==> src/design/mcbtp_pkg.sv <==
`timescale 1ns / 1ps
// Shared types and constants for the composition data bind-target parser.
// Used by the front parser, the queue, the back emitter and the top level.
package mcbtp_pkg;

  typedef enum logic [1:0] {
    PH_HEADER = 2'd0,
    PH_ELEM   = 2'd1,
    PH_SIG    = 2'd2,
    PH_VENDOR = 2'd3
  } phase_t;

  typedef enum logic [1:0] {
    KIND_SIG    = 2'd0,
    KIND_VENDOR = 2'd1,
    KIND_OK     = 2'd2,
    KIND_SHORT  = 2'd3
  } kind_t;

  localparam logic [3:0]  HDR_FEAT_LO    = 4'd8;
  localparam logic [3:0]  HDR_FEAT_HI    = 4'd9;
  localparam logic [3:0]  HDR_LAST       = 4'd9;
  localparam logic [3:0]  HDR_LEN        = 4'd10;
  localparam logic [1:0]  FIDX_SIG_CNT   = 2'd2;
  localparam logic [1:0]  FIDX_VEN_CNT   = 2'd3;
  localparam logic [1:0]  FIDX_VEN_LAST  = 2'd3;
  localparam logic [15:0] SIG_ID_CFG_SRV = 16'h0000;
  localparam logic [15:0] SIG_ID_CFG_CLI = 16'h0001;
  localparam int          RPR_FEAT_BIT   = 4;
  localparam int          QUEUE_DEPTH_DEF = 4;

  // Results caused by one input byte: an optional target and an optional done.
  typedef struct packed {
    logic        tgt_vld;
    kind_t       tgt_kind;
    logic [15:0] addr;
    logic [15:0] mid;
    logic [15:0] cid;
    logic        done_vld;
    kind_t       done_kind;
    logic [15:0] feat;
  } entry_t;

endpackage

==> src/design/mcbtp_front.sv <==
`timescale 1ns / 1ps
// Front parser: walks the byte stream and pushes a queue entry for each byte with a result.
// Depends on mcbtp_pkg.
module mcbtp_front import mcbtp_pkg::*; (
  input  logic        clk,
  input  logic        rst_n,
  input  logic        accept,
  input  logic [7:0]  data_byte,
  input  logic        last_byte,
  input  logic [15:0] primary_address,
  output logic        push,
  output entry_t      entry
);

  phase_t      phase_r, phase_nxt;
  logic [3:0]  hc_r, hc_nxt;
  logic [1:0]  fbi_r, fbi_nxt;
  logic [7:0]  sig_r, sig_nxt;
  logic [7:0]  ven_r, ven_nxt;
  logic [23:0] partial_r, partial_nxt;
  logic [15:0] elem_r, elem_nxt;
  logic [15:0] feat_r, feat_nxt;
  logic [15:0] feat_step;
  logic [15:0] elem_base;
  logic [7:0]  sig_dec;
  logic [7:0]  ven_dec;
  logic [15:0] sig_mid;

  assign elem_base = (phase_r == PH_HEADER && hc_r == '0) ? primary_address : elem_r;
  assign sig_dec   = sig_r - 8'd1;
  assign ven_dec   = ven_r - 8'd1;
  assign sig_mid   = {data_byte, partial_r[7:0]};

  always_comb begin
    phase_nxt   = phase_r;
    hc_nxt      = hc_r;
    fbi_nxt     = fbi_r;
    sig_nxt     = sig_r;
    ven_nxt     = ven_r;
    partial_nxt = partial_r;
    elem_nxt    = elem_base;
    feat_step   = feat_r;
    case (phase_r)
      PH_HEADER: begin
        if (hc_r == HDR_FEAT_LO) feat_step[7:0] = data_byte;
        if (hc_r == HDR_FEAT_HI) feat_step[15:8] = data_byte;
        if (hc_r == HDR_LAST) begin
          hc_nxt    = HDR_LEN;
          phase_nxt = PH_ELEM;
          fbi_nxt   = '0;
        end else begin
          hc_nxt = hc_r + 4'd1;
        end
      end
      PH_ELEM: begin
        case (fbi_r)
          FIDX_SIG_CNT: begin
            sig_nxt = data_byte;
            fbi_nxt = FIDX_VEN_CNT;
          end
          FIDX_VEN_CNT: begin
            ven_nxt     = data_byte;
            fbi_nxt     = '0;
            partial_nxt = '0;
            if (sig_r != '0) begin
              phase_nxt = PH_SIG;
            end else if (data_byte != '0) begin
              phase_nxt = PH_VENDOR;
            end else begin
              phase_nxt = PH_ELEM;
              elem_nxt  = elem_base + 16'd1;
            end
          end
          default: begin
            fbi_nxt = fbi_r + 2'd1;
          end
        endcase
      end
      PH_SIG: begin
        if (fbi_r == '0) begin
          partial_nxt[7:0] = data_byte;
          fbi_nxt          = 2'd1;
        end else begin
          sig_nxt     = sig_dec;
          fbi_nxt     = '0;
          partial_nxt = '0;
          if (sig_dec == '0) begin
            if (ven_r != '0) begin
              phase_nxt = PH_VENDOR;
            end else begin
              phase_nxt = PH_ELEM;
              elem_nxt  = elem_base + 16'd1;
            end
          end
        end
      end
      default: begin
        if (fbi_r != FIDX_VEN_LAST) begin
          partial_nxt[fbi_r*8 +: 8] = data_byte;
          fbi_nxt = fbi_r + 2'd1;
        end else begin
          ven_nxt     = ven_dec;
          fbi_nxt     = '0;
          partial_nxt = '0;
          if (ven_dec == '0) begin
            phase_nxt = PH_ELEM;
            elem_nxt  = elem_base + 16'd1;
          end
        end
      end
    endcase
    feat_nxt = feat_step;
    if (last_byte) begin
      phase_nxt   = PH_HEADER;
      hc_nxt      = '0;
      fbi_nxt     = '0;
      sig_nxt     = '0;
      ven_nxt     = '0;
      partial_nxt = '0;
      feat_nxt    = '0;
    end
  end

  always_comb begin
    entry            = '0;
    entry.addr       = elem_base;
    entry.feat       = feat_step;
    entry.tgt_kind   = KIND_SIG;
    entry.done_vld   = last_byte;
    entry.done_kind  = KIND_OK;
    case (phase_r)
      PH_SIG: begin
        entry.mid     = sig_mid;
        entry.tgt_vld = (fbi_r != '0) && (sig_mid != SIG_ID_CFG_SRV) &&
                        (sig_mid != SIG_ID_CFG_CLI);
      end
      PH_VENDOR: begin
        entry.tgt_kind = KIND_VENDOR;
        entry.mid      = {data_byte, partial_r[23:16]};
        entry.cid      = partial_r[15:0];
        entry.tgt_vld  = (fbi_r == FIDX_VEN_LAST);
      end
      PH_HEADER: begin
        if (hc_r != HDR_LAST) begin
          entry.done_kind = KIND_SHORT;
          entry.feat      = '0;
        end
      end
      default: begin
        entry.tgt_vld = 1'b0;
      end
    endcase
    push = accept && (entry.tgt_vld || entry.done_vld);
  end

  always_ff @(posedge clk) begin
    if (!rst_n) begin
      phase_r   <= PH_HEADER;
      hc_r      <= '0;
      fbi_r     <= '0;
      sig_r     <= '0;
      ven_r     <= '0;
      partial_r <= '0;
      elem_r    <= '0;
      feat_r    <= '0;
    end else if (accept) begin
      phase_r   <= phase_nxt;
      hc_r      <= hc_nxt;
      fbi_r     <= fbi_nxt;
      sig_r     <= sig_nxt;
      ven_r     <= ven_nxt;
      partial_r <= partial_nxt;
      elem_r    <= elem_nxt;
      feat_r    <= feat_nxt;
    end
  end

endmodule

==> src/design/mcbtp_queue.sv <==
`timescale 1ns / 1ps
// Short queue of classified entries between the front parser and the back emitter.
// Depends on mcbtp_pkg.
module mcbtp_queue import mcbtp_pkg::*; #(
  parameter int DEPTH = QUEUE_DEPTH_DEF
) (
  input  logic   clk,
  input  logic   rst_n,
  input  logic   push,
  input  entry_t push_entry,
  input  logic   pop,
  output logic   full,
  output logic   head_vld,
  output entry_t head_entry
);

  localparam int PW = (DEPTH > 1) ? $clog2(DEPTH) : 1;
  localparam int CW = $clog2(DEPTH + 1);

  entry_t          slot_r [DEPTH];
  logic [PW-1:0]   wr_ptr_r, wr_ptr_nxt;
  logic [PW-1:0]   rd_ptr_r, rd_ptr_nxt;
  logic [CW-1:0]   count_r, count_nxt;

  assign full       = (count_r == CW'(DEPTH));
  assign head_vld   = (count_r != '0);
  assign head_entry = slot_r[rd_ptr_r];

  always_comb begin
    wr_ptr_nxt = (wr_ptr_r == PW'(DEPTH - 1)) ? '0 : wr_ptr_r + 1'b1;
    rd_ptr_nxt = (rd_ptr_r == PW'(DEPTH - 1)) ? '0 : rd_ptr_r + 1'b1;
    count_nxt  = count_r;
    if (push && !pop) count_nxt = count_r + 1'b1;
    if (pop && !push) count_nxt = count_r - 1'b1;
  end

  always_ff @(posedge clk) begin
    if (push) slot_r[wr_ptr_r] <= push_entry;
  end

  always_ff @(posedge clk) begin
    if (!rst_n) begin
      wr_ptr_r <= '0;
      rd_ptr_r <= '0;
      count_r  <= '0;
    end else begin
      if (push) wr_ptr_r <= wr_ptr_nxt;
      if (pop)  rd_ptr_r <= rd_ptr_nxt;
      count_r <= count_nxt;
    end
  end

endmodule

==> src/design/mcbtp_back.sv <==
`timescale 1ns / 1ps
// Back emitter: turns each queue entry into one or two results in an output register.
// Depends on mcbtp_pkg.
module mcbtp_back import mcbtp_pkg::*; (
  input  logic        clk,
  input  logic        rst_n,
  input  logic        head_vld,
  input  entry_t      head_entry,
  output logic        pop,
  output logic        out_valid,
  input  logic        out_stall,
  output logic [1:0]  out_result_kind,
  output logic [15:0] out_element_address,
  output logic [15:0] out_model_id,
  output logic [15:0] out_company_id,
  output logic [15:0] out_features,
  output logic        out_remote_prov_server,
  output logic        out_last_result
);

  logic        vld_r, vld_nxt;
  logic        tgt_sent_r, tgt_sent_nxt;
  logic        load;
  logic        send_tgt;
  kind_t       kind_r, kind_nxt;
  logic [15:0] addr_r, addr_nxt;
  logic [15:0] mid_r, mid_nxt;
  logic [15:0] cid_r, cid_nxt;
  logic [15:0] feat_r, feat_nxt;
  logic        last_r, last_nxt;

  assign load     = head_vld && (!vld_r || !out_stall);
  assign send_tgt = head_entry.tgt_vld && !tgt_sent_r;

  always_comb begin
    vld_nxt      = vld_r && out_stall;
    tgt_sent_nxt = tgt_sent_r;
    pop          = 1'b0;
    kind_nxt     = kind_r;
    addr_nxt     = addr_r;
    mid_nxt      = mid_r;
    cid_nxt      = cid_r;
    feat_nxt     = feat_r;
    last_nxt     = last_r;
    if (load) begin
      vld_nxt  = 1'b1;
      feat_nxt = head_entry.feat;
      if (send_tgt) begin
        kind_nxt = head_entry.tgt_kind;
        addr_nxt = head_entry.addr;
        mid_nxt  = head_entry.mid;
        cid_nxt  = head_entry.cid;
        last_nxt = !head_entry.done_vld;
        pop          = !head_entry.done_vld;
        tgt_sent_nxt = head_entry.done_vld;
      end else begin
        kind_nxt     = head_entry.done_kind;
        addr_nxt     = '0;
        mid_nxt      = '0;
        cid_nxt      = '0;
        last_nxt     = 1'b1;
        pop          = 1'b1;
        tgt_sent_nxt = 1'b0;
      end
    end
  end

  always_ff @(posedge clk) begin
    if (!rst_n) begin
      vld_r      <= 1'b0;
      tgt_sent_r <= 1'b0;
    end else begin
      vld_r      <= vld_nxt;
      tgt_sent_r <= tgt_sent_nxt;
    end
  end

  always_ff @(posedge clk) begin
    kind_r <= kind_nxt;
    addr_r <= addr_nxt;
    mid_r  <= mid_nxt;
    cid_r  <= cid_nxt;
    feat_r <= feat_nxt;
    last_r <= last_nxt;
  end

  assign out_valid              = vld_r;
  assign out_result_kind        = kind_r;
  assign out_element_address    = addr_r;
  assign out_model_id           = mid_r;
  assign out_company_id         = cid_r;
  assign out_features           = feat_r;
  assign out_remote_prov_server = feat_r[RPR_FEAT_BIT];
  assign out_last_result        = last_r;

endmodule

==> src/design/mesh_composition_bind_target_parser.sv <==
`timescale 1ns / 1ps
// Top level of the composition data page 0 bind-target parser.
// Depends on mcbtp_pkg, mcbtp_front, mcbtp_queue and mcbtp_back.
//
//   Port group  Direction  Handshake          Request
//   in_*        input      in_valid/in_stall  one message byte with last flag
//   out_*       output     out_valid/out_stall one bind target or done result
//   cfg_*       input      cfg_valid/cfg_ready primary element address
//
// One byte is accepted per cycle while the queue has room.
// A result passes through the queue and then the back emitter's output register to reach out_valid.
// A byte that yields both a target and a done result gives two output results, the target first.
// in_stall rises only when the QUEUE_DEPTH-entry queue is full.
// Reset is synchronous; it clears the parser, the queue and the primary address.
module mesh_composition_bind_target_parser import mcbtp_pkg::*; #(
  parameter int QUEUE_DEPTH = QUEUE_DEPTH_DEF
) (
  input  logic        clk,
  input  logic        rst_n,
  input  logic        in_valid,
  output logic        in_stall,
  input  logic [7:0]  in_data_byte,
  input  logic        in_last_byte,
  output logic        out_valid,
  input  logic        out_stall,
  output logic [1:0]  out_result_kind,
  output logic [15:0] out_element_address,
  output logic [15:0] out_model_id,
  output logic [15:0] out_company_id,
  output logic [15:0] out_features,
  output logic        out_remote_prov_server,
  output logic        out_last_result,
  input  logic        cfg_valid,
  output logic        cfg_ready,
  input  logic [15:0] cfg_primary_address
);

  logic [15:0] primary_address_r;
  logic        accept;
  logic        push;
  logic        pop;
  logic        full;
  logic        head_vld;
  entry_t      push_entry;
  entry_t      head_entry;

  assign cfg_ready = 1'b1;
  assign in_stall  = full;
  assign accept    = in_valid && !full;

  always_ff @(posedge clk) begin
    if (!rst_n) begin
      primary_address_r <= '0;
    end else if (cfg_valid && cfg_ready) begin
      primary_address_r <= cfg_primary_address;
    end
  end

  mcbtp_front u_front (
    .clk             (clk),
    .rst_n           (rst_n),
    .accept          (accept),
    .data_byte       (in_data_byte),
    .last_byte       (in_last_byte),
    .primary_address (primary_address_r),
    .push            (push),
    .entry           (push_entry)
  );

  mcbtp_queue #(
    .DEPTH (QUEUE_DEPTH)
  ) u_queue (
    .clk        (clk),
    .rst_n      (rst_n),
    .push       (push),
    .push_entry (push_entry),
    .pop        (pop),
    .full       (full),
    .head_vld   (head_vld),
    .head_entry (head_entry)
  );

  mcbtp_back u_back (
    .clk                    (clk),
    .rst_n                  (rst_n),
    .head_vld               (head_vld),
    .head_entry             (head_entry),
    .pop                    (pop),
    .out_valid              (out_valid),
    .out_stall              (out_stall),
    .out_result_kind        (out_result_kind),
    .out_element_address    (out_element_address),
    .out_model_id           (out_model_id),
    .out_company_id         (out_company_id),
    .out_features           (out_features),
    .out_remote_prov_server (out_remote_prov_server),
    .out_last_result        (out_last_result)
  );

endmodule
==> config.mk <==
export PLATFORM = sky130hd
export DESIGN_NAME = mesh_composition_bind_target_parser
export DESIGN_NICKNAME = d
export VERILOG_FILES = /design/src/design/mcbtp_pkg.sv /design/src/design/mcbtp_front.sv /design/src/design/mcbtp_queue.sv /design/src/design/mcbtp_back.sv /design/src/design/mesh_composition_bind_target_parser.sv
export SDC_FILE = /design/constraint.sdc
export NUM_CORES = 1
export LEC_CHECK = 0
export BUFFER_PORTS_ARGS = -buffer_cell sky130_fd_sc_hd__buf_2
export CAP_MARGIN = 40
export CORE_ASPECT_RATIO = 0.8
export CORE_MARGIN = 8
export CORE_UTILIZATION = 29
export CTS_CLUSTER_SIZE = 25
export DETAILED_ROUTE_END_ITERATION = 8
export GPL_ROUTABILITY_DRIVEN = 0
export SKIP_CTS_REPAIR_TIMING = 1
export SYNTH_ARGS = -nofsm -noshare
export SYNTH_HDL_FRONTEND = slang
export SYNTH_SLANG_ARGS = --single-unit
export TNS_END_PERCENT = 100
==> constraint.sdc <==
create_clock -name clk -period 5.7 [get_ports clk]
set_clock_uncertainty 0.1 [all_clocks]
set_input_delay 0.285 -clock clk [delete_from_list [all_inputs] [get_ports clk]]
set_output_delay 0.285 -clock clk [all_outputs]
set_load 0.02 [all_outputs]
# After elaboration in Yosys (flattened, before gate mapping)
# Memory sizes are Yosys's and may differ from the RTL's. A register that Yosys moved wholly into a read port is not among the register bits.
# Cells that the tools add are included.
totals:
  regBits: 172
  ramBits: 276
  inputBits: 30
  output_inout_bits: 71
  wordCells: 166
  n_memories: 1
op_classes:
  addsub: 10
  n_eq_ne: 22
  shifts: 2
  n_mux: 68
  n_reduce_logical: 42
memory_table:
  columns: ["name", "words", "word_bits", "rd", "rd_ports_with_merged_regs", "write_ports", "line_no", "rtl"]
  rows:
  - ["u_queue.slot_r", 4, 69, 1, 1, 1, "mcbtp_queue.sv:20", "entry_t slot_r [DEPTH];"]
op_table:
  columns: ["operator", "n"]
  rows:
  - ["16-bit two-way mux", 13]
  - ["24-bit two-way mux", 3]
  - ["8-bit two-way mux", 9]
  - ["24-bit case mux with 3 select lines", 1]
  - ["16-bit case mux with 3 select lines", 1]
  - ["2-bit two-way mux", 18]
  - ["5-bit negation with 34-bit output", 1]
  - ["8-bit by 34-bit variable shift with 24-bit output, first input constant", 1]
  - ["8-bit by 34-bit indexed part select with 24-bit output", 1]
  - ["16-bit case mux with 2 select lines", 1]
  - ["8-bit case mux with 2 select lines", 2]
  - ["24-bit bitwise mux", 1]
  - ["8-bit nonzero test", 3]
  - ["18-bit two-way mux", 1]
  - ["17-bit two-way mux", 1]
  - ["16-bit by 1-bit adder with 16-bit output, second input constant", 1]
  - ["8-bit logical NOT", 2]
  - ["16-bit by 1-bit inequality test with 1-bit output, second input constant", 1]
  - ["16-bit nonzero test", 1]
  - ["8-bit by 1-bit subtractor with 8-bit output, second input constant", 2]
  - ["2-bit equality test, second input constant", 6]
  - ["4-bit two-way mux", 3]
  - ["3-bit inequality test, second input constant", 4]
  - ["2-bit case mux with 3 select lines", 2]
  - ["other kinds (29)", 65]

# Longest topological paths before layout
depth:
  depth_word: 9
  mapped_depth: 15
  mapped_depth_nobuf: 13

# By module
# From an unflattened synthesis, not the netlist that was laid out.
hier_totals:
  cells_unflattened: 1448
  area_unflattened_um2: 19882.8
modules_own_cells:
  columns: ["mod", "n_inst", "cells_each", "area_each_um2", "seq_area_each_um2"]
  rows:
  - ["mcbtp_queue", 1, 413, 10640.2, 8588.2]
  - ["mcbtp_front", 1, 846, 6087.1, 1601.5]
  - ["mcbtp_back", 1, 135, 2522.4, 2052.0]
  - ["mesh_composition_bind_target_parser", 1, 54, 633.1, 320.3]

# Worst setup path after synthesis
# Ideal clock, no wire load.
synth_path:
  path_kind: "flip-flop to flip-flop"
  start: "reg u_queue.count_r[0]"
  end: "reg u_queue.count_r[2]"
  setup_time_ns: 0.076
  t_arrival_ns: 5.587
  t_required_ns: 5.524
  path_slack_ns: -0.062
  stages_incl_launch_ff: 11
  path_buffers: 0
  period_less_slack_ns: 5.762
  path_cell_list: "dfxtp_1 -> nor3_1 -> a21oi_1 -> nand2_1 -> inv_1 -> ha_1 -> inv_1 -> fa_1 -> xor2_1 -> or3_1 -> a21boi_0"
synth_between:
  word_cells_on_any_way: 16
  cone_classes: "add/sub (2); eq/ne (1); mux (3); reduce/logical (10)"
synth_rtl:
  columns: ["element", "line_no", "rtl"]
  rows:
  - ["start: declaration", "mcbtp_queue.sv:23", "logic [CW-1:0] count_r, count_nxt;"]
  - ["start signal: assignment", "mcbtp_queue.sv:49", "count_r <= count_nxt;"]
  - ["3-bit nonzero test (*)", "mcbtp_queue.sv:26", "assign head_vld = (count_r != '0);"]
  - ["1-bit logical AND (*)", "mcbtp_back.sv:32", "assign load = head_vld && (!vld_r || !out_stall);"]
  - ["named net u_back.load", "mcbtp_back.sv:23", "logic load;"]
  - ["1-bit two-way mux (*)", "mcbtp_back.sv:45", "if (load) begin"]
  - ["named net pop", "mesh_composition_bind_target_parser.sv:41", "logic pop;"]
  - ["1-bit logical NOT", "mcbtp_queue.sv:33", "if (push && !pop) count_nxt = count_r + 1'b1;"]
  - ["1-bit logical AND", "mcbtp_queue.sv:33", null]
  - ["2-bit nonzero test (no source line)", null, null]
# Mark *: on every way through the listed nets, which the timed path passes. The rest lies on a longest branch. The select of a mux whose other input is x is not followed.
# A chain may end at the register's enable or synchronous reset.

==> results_dict.tcl <==
set metrics [dict create \
    wirelength_mm 45.0 \
    critPathArrivalTime_ns 4.49 \
    ys_warn_count 0 \
    final_nets 1520 \
    vdd_drop_max_mv 0.246 \
    violations "negative hold slack" \
    placed_area_um2 20400 \
    clk_pin_slew_ns 0.06 \
    start_util 0.293 \
    dp_hpwl_mm 30.3 \
    track_usage 0.119 \
    rsz0062_at_grt "false" \
    wl_per_cell_um 19.1 \
    final_area_um2 22100 \
    layout_common_cells "339 x edfxtp_1, 116 x nand2_1, 105 x dfxtp_1" \
    die-width_um 301 \
    cts.sinks 446 \
    syn-cell-area_um2 18900 \
    finalSetupViolCount 0 \
    coreArea_um2 64300 \
    avgSynthCellArea_um2 13.9 \
    synth.distinct_cells 75 \
    startpoint "u_front.phase_r[0]" \
    synth_ff_type "edfxtp_1" \
    fin_hold_ws_ns -0.00593 \
    status "complete, but fails checks" \
    cp.required_ns 6.04 \
    syn2layout_area_growth_pct 17.4 \
    syn-num-nets 1415 \
    cts_inserted_buffers 48 \
    worstMarginPinSlew_ns 0.911 \
    synthCells 1361 \
    path_class "reg -> reg" \
    dieArea_um2 73500 \
    cap_violations 0 \
    num_io_pins 101 \
    drc 0 \
    io_buffers 99 \
    async_flop_share 0 \
    hold_viol 1 \
    cellPowerDensity_nw_per_um2 425 \
    cp-end-kind "register" \
    finalSetupTns_ns 0 \
    cts_tree "built" \
    drive_gt1_frac 0.184 \
    ant_nets 0 \
    fmax_mhz 241 \
    drt_iter0_markers 966 \
    first_global_vias 11500 \
    holdPathStages 3 \
    rr_worst_depth 13 \
    finalMaxSlewViolations 0 \
    cts_root_buf "clkbuf_16" \
    fin_crit_sh 0.729 \
    slew_headroom 0.392 \
    htreeDepth 2 \
    min-delay-start "in_data_byte[3]" \
    fin_crit_ns 4.15 \
    vias 11500 \
    r2r-start "u_front.phase_r[0]" \
    grt_max_degree 71 \
    fin_util 0.344 \
    leakage_nw 7.62 \
    die_y_um 244 \
    worstPathMaxFanout 23 \
    grt-ovfl-total 0 \
    clk_path_buf_depth 3 \
    synth_seq_cells 446 \
    ys_seq_area_frac 0.653 \
    synth-edff-count 339 \
    dr.pass1.iters 5 \
    grt_pass1_wl_mm 69.2 \
    rows 83 \
    hp-class "in -> reg" \
    routed_via_density 4.88 \
    antenna_found_initial 5 \
    clock_latency_ns 0.57 \
    layout_commonest_cell "edfxtp_1" \
    start_kind "register" \
]
## layout make-up
type,count,area [um^2]
clock inverter,18,245
fill,6152,42100
timing repair buffer,139,971
inverter,46,173
multi-input combinational,785,6040
tap,850,1060
antenna,1,2.50
sequential,446,12300
clock buffer,68,1320
## layer usage
metal	track usage	routed length, um
met1	0.158	19700
met2	0.193	21200
met3	0.0296	3210
met4	0.0355	906
met5	0	35
## logic make-up (layout without fill, tap and decap cells)
| logic type | after synthesis | in the layout | share of synthesized area |
|---|---|---|---|
| AO/OA/AOI/OAI | 216 | 216 | 0.0766 |
| XOR/XNOR | 13 | 13 | 0.00604 |
| adder cells (fa/ha/maj) | 24 | 24 | 0.0163 |
| buffers and inverters | 130 | 271 | 0.0275 |
| flip-flops | 446 | 446 | 0.653 |
| multiplexers | 98 | 98 | 0.0972 |
| other | 1 | 2 | 0.000199 |
| AND/OR/NAND/NOR | 433 | 433 | 0.123 |
## stage by stage
| stage | hold slack, ns | setup WS (ns) | total power, mW | std cells |
|---|---|---|---|---|
| after floorplan | 0.284 | 1.58 | 5.69 | 1361 |
| after CTS | -0.152 | 1.61 | 9.55 | 2334 |
| after detailed placement | 0.352 | 1.63 | 6.45 | 2248 |
| after global routing | 0.00756 | 1.23 | 9.84 | 2352 |
| after global placement | 0.347 | 1.77 | 6.35 | 2239 |
| final | -0.00593 | 1.55 | 9.42 | 2353 |
## synth_stat cells, drive strengths merged, types with 7 or more instances
cell	instances	area (um^2)
clkbuf	64	240
dfxtp	107	2140
nand4	10	77.6
edfxtp	339	10200
nand3	42	210
mux4	68	1530
and4	7	61.3
o21ai	60	312
ha	23	288
xnor2	10	87.6
buf	20	106
nor2	45	179
a22o	9	78.8
nor3	22	110
a31oi	9	56.3
and3	57	357
nor2b	69	432
nand2	116	435
or3	8	55.1
inv	44	165
a21boi	33	248
and2	32	200
a21oi	42	214
a22oi	18	135
mux2i	28	280
## where the power goes
group	switching [mW]	total, mW	internal (mW)
clock	1.22	3.09	1.88
sequential	0.206	4.25	4.04
combinational	1.28	2.07	0.798
## flip-flops by register name, summed over array words and instances, names as in the netlist, 8 cells and up, named ones only
signal / cells
u_front.partial_r: 24
u_front.sig_r: 8
u_front.elem_r: 16
u_front.ven_r: 8
u_queue.slot_r: 272
u_front.feat_r: 16
u_back.out_element_address: 16
u_back.out_model_id: 16
u_back.out_company_id: 16
u_back.out_features: 16
primary_address_r: 16
## worst max-delay path, cell delays in order (launching register included)
cell	delay, ns
dfxtp_1	0.36
inv_1	0.11
ha_1	0.72
and4bb_1	0.71
nand2_1	0.10
and2_1	0.18
inv_1	0.24
ha_1	0.31
nand4_1	0.16
a221oi_2	0.46
nor2b_1	0.22
xnor2_1	0.08
a32oi_1	0.17
o31ai_1	0.11
## path summary, 6_finish.rpt
check                     endpoint  slack [ns]
max reg2reg     u_front.elem_r[12]        1.55
min          u_front.partial_r[11]      -0.006
max             u_front.elem_r[12]        1.55
min reg2reg  u_front.partial_r[17]        0.35
(Power assumes the default switching activity.)
